**config.mk**
```make
export PLATFORM = sky130hd
export DESIGN_NAME = pnfd_ctrl
export DESIGN_NICKNAME = d
export VERILOG_FILES = /design/src/design/pnfd_pkg.sv /design/src/design/pnfd_ctrl.sv
export SDC_FILE = /design/constraint.sdc
export NUM_CORES = 1
export LEC_CHECK = 0
export ABC_AREA = 1
export BUFFER_PORTS_ARGS = -buffer_cell sky130_fd_sc_hd__buf_4
export CAP_MARGIN = 25
export CORE_AREA = 2 2 39 41
export CTS_CLUSTER_DIAMETER = 200
export DETAILED_ROUTE_END_ITERATION = 10
export DIE_AREA = 0 0 41 43
export PLACE_DENSITY = 0.67
export RECOVER_POWER = 25
export SLEW_MARGIN = 0
export SYNTH_ARGS = -nofsm -noshare
export SYNTH_HDL_FRONTEND = slang
export SYNTH_SLANG_ARGS = --single-unit
```
**constraint.sdc**
```tcl
create_clock -name clk -period 1.6 [get_ports clk]
set_input_delay 0.32 -clock clk [delete_from_list [all_inputs] [get_ports clk]]
set_output_delay 0.32 -clock clk [all_outputs]
set_load 0.05 [all_outputs]
```
**src/design/pnfd_pkg.sv**
```systemverilog
// shared constants, opcodes and controller/datapath interface types for the drawing engine
`timescale 1ns / 1ps

package pnfd_pkg;

  localparam int SCREEN_WIDTH  = 160;
  localparam int SCREEN_HEIGHT = 128;

  // bytes in the frame store, two pixels per byte, rounded up for an odd pixel count
  localparam int STORE_BYTES = (SCREEN_WIDTH * SCREEN_HEIGHT + 1) / 2;
  localparam int ADDR_W      = $clog2(STORE_BYTES);
  // linear pixel index y*width+x
  localparam int PIX_W       = $clog2(SCREEN_WIDTH * SCREEN_HEIGHT) + 1;

  localparam int OP_W   = 3;
  localparam int POS_W  = 10;
  localparam int LEN_W  = 9;
  localparam int COL_W  = 4;
  localparam int DATA_W = 8;
  // walked coordinate: start plus offset, signed
  localparam int CRD_W  = POS_W + 2;
  localparam int SEG_W  = 3;

  typedef enum logic [OP_W-1:0] {
    OP_FILL_SCREEN   = 3'd0,
    OP_POINT         = 3'd1,
    OP_HLINE         = 3'd2,
    OP_VLINE         = 3'd3,
    OP_FILL_RECT     = 3'd4,
    OP_OUTLINE       = 3'd5,
    OP_OUTLINED_FILL = 3'd6,
    OP_READ          = 3'd7
  } op_t;

  typedef struct packed {
    logic load_cmd;
    logic load_seg;
    logic next_seg;
    logic calc_addr;
    logic mem_read;
    logic mem_write;
    logic step_px;
    logic fill_write;
    logic capture;
    logic publish;
  } cmd_t;

  typedef struct packed {
    op_t  opcode;
    logic seg_empty;
    logic seg_last;
    logic px_last;
    logic px_on;
    logic fill_last;
  } sts_t;

endpackage

```
**src/design/pnfd_ctrl.sv**
```systemverilog
// controller state machine sequencing segments, pixel read-modify-writes and results
`timescale 1ns / 1ps

module pnfd_ctrl (
  input  logic           clk,
  input  logic           rst_n,
  input  logic           in_valid,
  output logic           in_stall,
  output logic           out_valid,
  input  logic           out_stall,
  output pnfd_pkg::cmd_t cmd,
  input  pnfd_pkg::sts_t sts
);

  typedef enum logic [3:0] {
    S_IDLE,
    S_DECODE,
    S_FILL,
    S_SEG_LOAD,
    S_PX_ADDR,
    S_PX_READ,
    S_PX_WRITE,
    S_RD_CAPTURE,
    S_DONE
  } state_t;

  state_t state_r, state_nxt;
  logic   out_valid_r;

  always_comb begin
    state_nxt = state_r;
    cmd       = '0;
    unique case (state_r)
      S_IDLE: begin
        if (in_valid) begin
          cmd.load_cmd = 1'b1;
          state_nxt    = S_DECODE;
        end
      end
      S_DECODE: begin
        state_nxt = (sts.opcode == pnfd_pkg::OP_FILL_SCREEN) ? S_FILL : S_SEG_LOAD;
      end
      S_FILL: begin
        cmd.fill_write = 1'b1;
        if (sts.fill_last) begin
          state_nxt = S_DONE;
        end
      end
      S_SEG_LOAD: begin
        cmd.load_seg = 1'b1;
        state_nxt    = S_PX_ADDR;
      end
      S_PX_ADDR: begin
        if (sts.seg_empty) begin
          if (sts.seg_last) begin
            state_nxt = S_DONE;
          end else begin
            cmd.next_seg = 1'b1;
            state_nxt    = S_SEG_LOAD;
          end
        end else begin
          cmd.calc_addr = 1'b1;
          state_nxt     = S_PX_READ;
        end
      end
      S_PX_READ: begin
        if (sts.opcode == pnfd_pkg::OP_READ) begin
          cmd.mem_read = 1'b1;
          state_nxt    = S_RD_CAPTURE;
        end else if (sts.px_on) begin
          cmd.mem_read = 1'b1;
          state_nxt    = S_PX_WRITE;
        end else if (!sts.px_last) begin
          cmd.step_px = 1'b1;
          state_nxt   = S_PX_ADDR;
        end else if (sts.seg_last) begin
          state_nxt = S_DONE;
        end else begin
          cmd.next_seg = 1'b1;
          state_nxt    = S_SEG_LOAD;
        end
      end
      S_PX_WRITE: begin
        cmd.mem_write = 1'b1;
        if (!sts.px_last) begin
          cmd.step_px = 1'b1;
          state_nxt   = S_PX_ADDR;
        end else if (sts.seg_last) begin
          state_nxt = S_DONE;
        end else begin
          cmd.next_seg = 1'b1;
          state_nxt    = S_SEG_LOAD;
        end
      end
      S_RD_CAPTURE: begin
        cmd.capture = 1'b1;
        state_nxt   = S_DONE;
      end
      S_DONE: begin
        if (!out_valid_r || !out_stall) begin
          cmd.publish = 1'b1;
          state_nxt   = S_IDLE;
        end
      end
      default: begin
        state_nxt = S_IDLE;
      end
    endcase
  end

  always_ff @(posedge clk) begin
    if (!rst_n) begin
      state_r     <= S_IDLE;
      out_valid_r <= 1'b0;
    end else begin
      state_r <= state_nxt;
      if (cmd.publish) begin
        out_valid_r <= 1'b1;
      end else if (!out_stall) begin
        out_valid_r <= 1'b0;
      end
    end
  end

  assign in_stall  = (state_r != S_IDLE);
  assign out_valid = out_valid_r;

  a_accept_decodes: assert property (@(posedge clk) disable iff (!rst_n)
    in_valid && !in_stall |=> state_r == S_DECODE)
    else $error("accepted command not decoded");

  a_write_after_read: assert property (@(posedge clk) disable iff (!rst_n)
    state_r == S_PX_WRITE |-> $past(state_r) == S_PX_READ)
    else $error("pixel write without a preceding read");

  a_done_publishes: assert property (@(posedge clk) disable iff (!rst_n)
    $past(state_r) == S_DONE && state_r == S_IDLE |-> out_valid_r)
    else $error("command finished without a result");

endmodule

```
==> results of run 1 <==
==> worst max-delay path: cells and delay by family, from the launching register on <==
family | cells | cell delay (ns)
buffers and inverters | 2 | 0.25
AND/OR/NAND/NOR | 3 | 0.38
flip-flops | 1 | 0.43
==> flip-flops by register name, indices dropped and copies added (netlist names) <==
register	count
out_valid	1
state_r	4
==> cell usage after synthesis (all sizes together) <==
library cell	count	area share (%)
nand3	11	11
a21oi	3	3.8
nor3	1	1.0
dfxtp	5	20
nand4	2	2.5
nand2	28	22
nor2	20	19
o21ai	2	2.0
inv	20	15
o21a	2	3.0
==> per-layer routing <==
metal	vias up	part of all wire [%]	global-route usage [%]
met4	0	1.3	10.0
met3	2	3.3	1.57
met2	17	55	28.4
met1	302	40	20.1
met5	-	0	0
li1	352	-	-
==> final cells by class <==
class | instances | area (sq um) | share of cell area (%)
inverters | 20 | 81.3 | 9.82
repair buffers | 28 | 229 | 27.6
well taps | 16 | 20.0 | 2.42
flip-flops and latches | 5 | 109 | 13.1
clock buffers | 4 | 26.3 | 3.17
multi-input cells | 69 | 363 | 43.8
==> through the flow <==
stage / std cells / hold WS (ns)
floorplan: 94 / 0.418
global placement: 133 / 0.475
detailed placement: 133 / 0.501
CTS: 138 / 0.280
global route: 142 / 0.309
finish: 142 / 0.283
==> cells by family after synthesis <==
| logic type | count (synthesis) | synth area share, % |
|---|---|---|
| flip-flops | 5 | 20.3 |
| AND/OR/NAND/NOR | 62 | 55.7 |
| AO/OA/AOI/OAI | 7 | 8.86 |
| buffers and inverters | 20 | 15.2 |
==> timing repair <==
action                     in CTS  in global routing
setup buffers                   1                  4
pin swaps                       3                  5
setup endpoints to repair       7                  7
resized for setup              12                 12
==> power by group through the flow <==
stage / Clock [mW] / Combinational (mW) / Sequential (mW)
after detailed placement: 0 / 0.573 / 0.192
after global placement: 0 / 0.569 / 0.192
final: 0.143 / 0.628 / 0.222
after CTS: 0.148 / 0.593 / 0.199
after global routing: 0.165 / 0.676 / 0.226
after floorplan: 0 / 0.422 / 0.194
==> worst paths after layout <==
check / startpoint / endpoint / slack, ns
max reg2reg: state_r[3]$_SDFFE_PN0P_ / state_r[1]$_SDFFE_PN0P_ / 0.33
max: state_r[3]$_SDFFE_PN0P_ / cmd[0] / -0.03
min reg2reg: out_valid$_SDFFE_PN0P_ / out_valid$_SDFFE_PN0P_ / 0.50
min: rst_n / state_r[1]$_SDFFE_PN0P_ / 0.28
==> impl_metrics.py, run 1 <==
metrics = {
    "finish": {
        "area_growth_pct": 67.6,
        "drive_gt1_share_pct": 43.7,
        "diodes": 0,
        "finalNetCount": 139,
        "fin_util_pct": 59.9,
        "stdcell_area_sq_um": 828,
        "nFillCells": 140,
        "layout_common_cells": "nand2_1 (22), buf_4 (22), inv_1 (13), nor2_1 (13), nand3_1 (11)",
    },
    "power": {
        "p_total_mw": 0.993,
        "internal_power_mw": 0.477,
        "ir_drop_uv": 843,
        "power_leakage_nw": 0.485,
        "swShare_pct": 52.0,
        "p_clk_share_pct": 14.4,
        "pwr-share-seq_pct": 22.4,
        "switchingPower_mw": 0.516,
        "pwr-share-comb_pct": 63.3,
        "power_density_nw_per_um2": 1200,
    },
    "synth": {
        "syn_avg_cell_area_sq_um": 5.26,
        "yosysWarnings": 0,
        "netlist_area_sq_um": 494,
        "ys_ff_latch": 5,
        "yosysUniqueCellTypes": 15,
        "synth-seq-area-share_pct": 20.3,
        "netlist_instances": 94,
        "syn_nets": 106,
    },
    "timing": {
        "finClkSkew_ns": 0.00208,
        "setup_viol": 4,
        "slew_viol_final": 0,
        "fmax_mhz": 614,
        "grt_setup_unrepaired": "true",
        "fin_crit_sh_pct": 102,
        "tightest_slew_ns": 0.588,
        "finalHoldViolCount": 0,
        "finalCriticalPeriod_ns": 1.63,
        "max_slew_margin_pct": 61.0,
        "fin_setup_tns_ns": -0.0482,
        "setup_slack_ns": -0.0288,
    },
    "drt": {
        "drcViolationCount": 0,
        "initialDrtViolationCount": 12,
        "wl_per_cell_um": 9.56,
        "vias": 673,
        "ant_nets": 0,
        "drt_pass1_iterations": 4,
        "viasPerCell": 4.74,
        "wl_um": 1360,
    },
    "setup_path": {
        "max_stage_delay_ns": 0.43,
        "crit_arrival_ns": 1.31,
        "end_kind": "primary output",
        "cp.required_ns": 1.28,
        "crit_type": "flop to primary output",
        "crit_chain": "inv_1 > nor2_1 > nand2_1 > nor2_2 > buf_6",
        "reg2regPathDepth": 10,
        "start_kind": "flop",
        "slowest_stage": "dfxtp_1",
        "path_max_fanout": 4,
    },
    "outcome": {
        "status": "complete, but fails checks",
        "violations": "negative setup slack",
    },
    "run": {
        "maxCapViolCount": 0,
    },
    "global_routing": {
        "antenna_found_initial": 0,
        "grt_use_total_pct": 17.2,
        "grt_max_degree": 7,
        "grt_first_pass_wirelength_um": 2110,
        "grt_overflow": 0,
        "first_global_vias": 552,
    },
    "die": {
        "core_area_sq_um": 1380,
        "die-height_um": 43,
        "num_rows": 14,
        "initial_core_util_pct": 35.7,
        "fp.dieW_um": 41,
        "boundaryPins": 24,
        "die-area_sq_um": 1760,
    },
    "clock_tree": {
        "cts-htree-levels": 1,
        "clkSlewWorstSetupHoldPaths_ns": 0.04,
        "cts_buffers": 3,
        "cts_root_buf": "clkbuf_4",
        "hold_buffers": 0,
        "clockBufferDepth": 2,
        "clk-insertion-delay-late_ns": 0.24,
        "cts_tree": "done",
        "cts_sinks": 5,
    },
    "placed_design": {
        "place_ws_ns": 0.0802,
        "port_buffers": 23,
        "placed_cell_area_sq_um": 707,
        "hpwl_um": 1060,
        "gp_congestion": 0.853,
    },
    "worst_hold_path": {
        "hp-class": "input port to flop",
        "whs_path_depth": 3,
    },
}
(Power assumes the default switching activity.)
==> run 2: changes to the inputs <==
--- a/config.mk
+++ b/config.mk
@@ -6,13 +6,12 @@
 export NUM_CORES = 1
 export LEC_CHECK = 0
 export ABC_AREA = 1
-export BUFFER_PORTS_ARGS = -buffer_cell sky130_fd_sc_hd__buf_4
 export CAP_MARGIN = 25
 export CORE_AREA = 2 2 39 41
 export CTS_CLUSTER_DIAMETER = 200
 export DETAILED_ROUTE_END_ITERATION = 10
 export DIE_AREA = 0 0 41 43
-export PLACE_DENSITY = 0.67
+export DONT_BUFFER_PORTS = 1
 export RECOVER_POWER = 25
 export SLEW_MARGIN = 0
 export SYNTH_ARGS = -nofsm -noshare
==> constraint.sdc (replaced) <==
create_clock -name clk -period 1.5 [get_ports clk]
set_input_delay 0.3 -clock clk [delete_from_list [all_inputs] [get_ports clk]]
set_output_delay 0.3 -clock clk [all_outputs]
set_load 0.05 [all_outputs]
==> run 2 against run 1 <==
  * The run still ends with negative setup slack left
  * Clock skew about the same
  * Core utilization rose by 9.7 points
  * Die area is the same
  * Cell count unchanged
  * Highest routed layer unchanged
  * Non-clock buffer count unchanged
  * Flip-flop and latch count is the same
  * Sequential power grew 4%
  * Combinational power is 42% higher
  * Clock power up 8%
  * Largest cell class unchanged
  * Sequential share of layout area is 1.2 points lower
  * Register-to-register slack got worse by 0.21 ns
==> impl_metrics.py, run 2 (synthesis results as in run 1) <==
metrics = {
    "outcome": {
        "status": "complete, but fails checks",
        "violations": "negative setup slack",
    },
    "setup_path": {
        "reg2regPathDepth": 10,
        "cp.required_ns": 1.20,
        "crit_chain": "inv_2 > nor2_4 > nand2_4 > inv_4 > nand4_1 > nand3_2 > buf_12",
        "start_kind": "flop",
        "path_max_fanout": 4,
        "crit_type": "flop to primary output",
        "timing.rr.end": "state_r[3]$_SDFFE_PN0P_",
        "r2r_slack_ns": 0.12,
        "end_kind": "primary output",
        "crit_arrival_ns": 1.28,
        "max_stage_delay_ns": 0.35,
        "r2r_start": "state_r[2]$_SDFFE_PN0P_",
        "slowest_stage": "dfxtp_4",
    },
    "drt": {
        "drt_pass1_iterations": 4,
        "drcViolationCount": 0,
        "initialDrtViolationCount": 10,
        "ant_nets": 0,
        "viasPerCell": 5.04,
        "wl_per_cell_um": 11.3,
        "vias": 716,
        "wl_um": 1600,
    },
    "worst_hold_path": {
        "min_to": "state_r[1]$_SDFFE_PN0P_",
        "hp-class": "input port to flop",
        "min_from": "rst_n",
        "whs_path_depth": 2,
    },
    "finish": {
        "fin_util_pct": 69.5,
        "drive_gt1_share_pct": 51.6,
        "nFillCells": 101,
        "diodes": 0,
        "top_register": "state_r",
        "largest_reg_flops": 4,
        "layout_common_cells": "nand2_1 (20), buf_4 (16), nor2_1 (12), inv_1 (10), nand3_1 (9)",
        "area_growth_pct": 94.7,
        "finalNetCount": 139,
        "final_common_cell": "nand2_1",
    },
    "timing": {
        "tightest_slew_ns": 0.271,
        "max_slew_margin_pct": 81.8,
        "setup_viol": 6,
        "fmax_mhz": 633,
        "finalCriticalPeriod_ns": 1.58,
        "fin_setup_tns_ns": -0.265,
        "grt_setup_unrepaired": "true",
        "fin_crit_sh_pct": 105,
        "finClkSkew_ns": 0.00244,
        "finalHoldViolCount": 0,
        "slew_viol_final": 0,
        "setup_slack_ns": -0.0807,
    },
    "placed_design": {
        "hpwl_um": 1050,
        "port_buffers": 0,
        "gp_congestion": 0.770,
    },
    "clock_tree": {
        "cts_buffers": 3,
        "cts-htree-levels": 1,
        "clkSlewWorstSetupHoldPaths_ns": 0.04,
        "cts_tree": "done",
        "hold_buffers": 0,
        "cts_sinks": 5,
        "clk-insertion-delay-late_ns": 0.24,
        "cts_root_buf": "clkbuf_4",
        "clockBufferDepth": 2,
    },
    "global_routing": {
        "grt_use_total_pct": 18.0,
        "grt_first_pass_wirelength_um": 2220,
        "antenna_found_initial": 0,
        "grt_overflow": 0,
        "first_global_vias": 617,
        "grt_max_degree": 6,
    },
    "power": {
        "power_leakage_nw": 0.514,
        "ir_drop_uv": 993,
        "power_density_nw_per_um2": 1320,
    },
    "die": {
        "boundaryPins": 24,
        "core_area_sq_um": 1380,
        "die-area_sq_um": 1760,
        "initial_core_util_pct": 35.7,
        "fp.dieW_um": 41,
        "die-height_um": 43,
        "num_rows": 14,
    },
    "run": {
        "maxCapViolCount": 0,
    },
}
==> run 2: how the worst max path moves through the flow <==
stage | slack (ns) | start | cells past startpoint | to
after CTS | -0.08 | state_r[2]$_SDFFE_PN0P_ | 7 | cmd[7]
after detailed placement | 0.06 | state_r[2]$_SDFFE_PN0P_ | 7 | cmd[7]
after global routing | -0.16 | state_r[2]$_SDFFE_PN0P_ | 7 | cmd[7]
final | -0.08 | state_r[2]$_SDFFE_PN0P_ | 7 | cmd[7]
after global placement | 0.1 | state_r[0]$_SDFFE_PN0P_ | 6 | cmd[7]
after floorplan | -0.04 | state_r[1]$_SDFFE_PN0P_ | 6 | cmd[3]
==> run 2: area by class of cell <==
| type | instances | area [sq um] | share of cell area, % |
|---|---|---|---|
| Inverter | 20 | 81.3 | 8.45 |
| Clock buffer | 4 | 26.3 | 2.73 |
| Sequential cell | 5 | 115 | 12.0 |
| Timing Repair Buffer | 28 | 319 | 33.2 |
| Multi-Input combinational cell | 69 | 400 | 41.6 |
| Tap cell | 16 | 20.0 | 2.08 |
==> run 2: report_power, final <==
group          leakage, nW  switching (mW)  internal (mW)
Sequential          0.0436          0.0542          0.177
Clock               0.0150          0.0534          0.100
Combinational        0.455           0.505          0.385
Total                0.514           0.612          0.662
==> run 2: critical path, delay by kind of cell (launching register included) <==
family | cells | cell delay [ns]
flops | 1 | 0.35
buf+inv | 3 | 0.25
simple gates | 4 | 0.44
==> run 2: per-layer routing <==
layer	routed length [um]	global-route usage (%)
met5	0	0
met3	72	0
met2	931	33.4
met4	37	8.00
met1	557	19.3
==> run 2: repair_timing <==
action,4_1_cts,5_1_grt
pin swaps,6,5
setup buffers,8,8
cloned,0,0
resized for setup,25,11
endpoints found under the setup margin,9,11
hold endpoints to repair,0,0
==> run 2: per-stage QoR <==
step	setup slack, ns	cells	total power [mW]	area, sq um	hold WS, ns
finish	-0.0807	142	1.27	962	0.157
global route	-0.163	142	1.35	962	0.161
detailed placement	0.0599	122	0.889	724	0.406
CTS	-0.0766	134	1.16	876	0.154
global placement	0.0964	122	0.883	724	0.407
floorplan	-0.0368	94	0.658	514	0.398
==> run 3: changes to the inputs <==
--- a/config.mk
+++ b/config.mk
@@ -7,11 +7,13 @@
 export LEC_CHECK = 0
 export ABC_AREA = 1
 export CAP_MARGIN = 25
-export CORE_AREA = 2 2 39 41
+export CELL_PAD_IN_SITES_DETAIL_PLACEMENT = 1
+export CELL_PAD_IN_SITES_GLOBAL_PLACEMENT = 2
+export CORE_UTILIZATION = 28
 export CTS_CLUSTER_DIAMETER = 200
 export DETAILED_ROUTE_END_ITERATION = 10
-export DIE_AREA = 0 0 41 43
 export DONT_BUFFER_PORTS = 1
+export PLACE_DENSITY_LB_ADDON = 0.1
 export RECOVER_POWER = 25
 export SLEW_MARGIN = 0
 export SYNTH_ARGS = -nofsm -noshare
==> constraint.sdc (replaced) <==
create_clock -name clk -period 2 [get_ports clk]
set_input_delay 0.4 -clock clk [delete_from_list [all_inputs] [get_ports clk]]
set_output_delay 0.4 -clock clk [all_outputs]
set_load 0.05 [all_outputs]
==> run 3 against run 2 <==
  * The flow finishes with violations (design-rule violations)
  * Sequential share of layout area grew 4.9 points
  * Final area is 37% lower
  * Cell count down 15%
  * Via count down 17%
  * Flip-flop and latch count unchanged
  * Global-route usage decreased by 0.57 points
  * Die area is 9.9% higher
  * Worst setup slack improved by 0.20 ns
  * Total power shrank 46%
  * Clock skew decreased by 0.0012 ns
  * Clock power decreased by 25%
  * Clock-buffer cell count unchanged
  * Critical endpoint is now cmd[5]
  * Largest power group unchanged
  * Highest routed layer is now met3
==> impl_metrics.py, run 3 (synthesis results as in run 1) <==
metrics = {
    "outcome": {
        "status": "complete, but fails checks",
        "violations": "design-rule violations",
    },
    "finish": {
        "stdcell_area_sq_um": 602,
        "diodes": 0,
        "fin_util_pct": 38.2,
        "area_growth_pct": 21.8,
        "final_common_cell": "nand2_1",
        "nFillCells": 234,
        "layout_common_cells": "nand2_1 (26), inv_1 (18), nor2_1 (14), nand3_1 (11)",
        "top_register": "state_r",
        "drive_gt1_share_pct": 19.0,
        "finalNetCount": 118,
        "fin_cells": 121,
        "largest_reg_flops": 4,
    },
    "power": {
        "switchingPower_mw": 0.372,
        "pwr-share-comb_pct": 60.0,
        "internal_power_mw": 0.311,
        "pwr-share-seq_pct": 23.0,
        "power_density_nw_per_um2": 1130,
        "power_leakage_nw": 0.373,
        "swShare_pct": 54.5,
        "p_clk_share_pct": 17.0,
        "ir_drop_uv": 545,
        "p_total_mw": 0.683,
    },
    "clock_tree": {
        "cts_setup_buffers": 0,
        "cts_tree": "done",
        "cts_sinks": 5,
        "cts_root_buf": "clkbuf_4",
        "clkSlewWorstSetupHoldPaths_ns": 0.04,
        "cts_buffers": 3,
        "cts-resized-gates": 0,
        "hold_buffers": 0,
        "clockBufferDepth": 2,
        "clk-insertion-delay-late_ns": 0.24,
        "cts-htree-levels": 1,
    },
    "timing": {
        "fmax_mhz": 532,
        "grt_setup_unrepaired": "false",
        "finClkSkew_ns": 0.00123,
        "max_slew_margin_pct": 60.2,
        "setup_viol": 0,
        "slew_viol_final": 0,
        "finalHoldViolCount": 0,
        "fin_crit_sh_pct": 93.9,
        "tightest_slew_ns": 0.599,
        "finalCriticalPeriod_ns": 1.88,
    },
    "die": {
        "num_rows": 14,
        "fp.dieW_um": 44.0,
        "boundaryPins": 24,
        "die-height_um": 44.0,
        "core_area_sq_um": 1580,
        "die-area_sq_um": 1940,
        "initial_core_util_pct": 31.3,
    },
    "global_routing": {
        "grt_overflow": 0,
        "grt_use_total_pct": 17.4,
        "first_global_vias": 609,
        "antenna_found_initial": 0,
        "grt_max_degree": 7,
        "grt_first_pass_wirelength_um": 2530,
    },
    "worst_hold_path": {
        "hp-class": "input port to flop",
    },
    "placed_design": {
        "placed_cell_area_sq_um": 582,
        "port_buffers": 0,
        "hpwl_um": 1290,
        "gp_congestion": 0.785,
        "placed_cells": 117,
    },
    "setup_path": {
        "end_kind": "primary output",
        "start_kind": "flop",
        "crit_arrival_ns": 1.48,
        "crit_type": "flop to primary output",
        "cp.required_ns": 1.60,
        "path_max_fanout": 5,
    },
    "drt": {
        "ant_nets": 0,
        "vias": 597,
        "viasPerCell": 4.93,
        "initialDrtViolationCount": 11,
        "drcViolationCount": 2,
        "drt_pass1_iterations": 7,
        "wl_per_cell_um": 12.2,
        "wl_um": 1470,
    },
    "run": {
        "maxCapViolCount": 0,
    },
}
-- run 3: worst paths after layout --
path,from,to,slack (ns),cells past startpoint
hold / removal,rst_n,state_r[1]$_SDFFE_PN0P_,0.26,2
setup / recovery,state_r[0]$_SDFFE_PN0P_,cmd[5],0.12,6
hold reg to reg,out_valid$_SDFFE_PN0P_,out_valid$_SDFFE_PN0P_,0.49,2
setup reg to reg,state_r[3]$_SDFFE_PN0P_,state_r[2]$_SDFFE_PN0P_,0.64,4
-- run 3: critical path, cell delays in order, from the launching register on --
cell,delay (ns)
dfxtp_1,0.43
inv_1,0.08
nor2_2,0.13
nand2_2,0.11
inv_2,0.09
nand2_1,0.08
inv_1,0.33
-- run 3: layout make-up --
| class | count | area, sq um | share of cell area [%] |
|---|---|---|---|
| flip-flops and latches | 5 | 101 | 16.8 |
| multi-input cells | 69 | 318 | 52.8 |
| clock buffers | 4 | 26.3 | 4.37 |
| well taps | 16 | 20.0 | 3.33 |
| inverters | 20 | 75.1 | 12.5 |
| repair buffers | 7 | 61.3 | 10.2 |
-- run 3: per-layer routing --
metal	vias up	wire length, um	track usage [%]	share of wire [%]
li1	311	-	-	-
met1	267	754	23.8	51
met2	19	646	27.9	44
met3	0	72	4.08	4.9
met4	0	0	3.64	0
met5	-	0	0	0
-- run 3: power by group through the flow --
stage	clock (mW)	combinational, mW	sequential (mW)
floorplan	0	0.320	0.155
global placement	0	0.414	0.154
detailed placement	0	0.416	0.157
CTS	0.119	0.419	0.155
global route	0.125	0.450	0.161
finish	0.116	0.410	0.157
-- run 3: through the flow --
stage / worst slack, ns / hold WS [ns] / TNS (ns)
after floorplan: -0.00374 / 0.498 / -0.00374
after global placement: 0.375 / 0.471 / 0
after detailed placement: 0.390 / 0.490 / 0
after CTS: 0.120 / 0.263 / 0
after global routing: 0.0459 / 0.266 / 0
final: 0.122 / 0.263 / 0
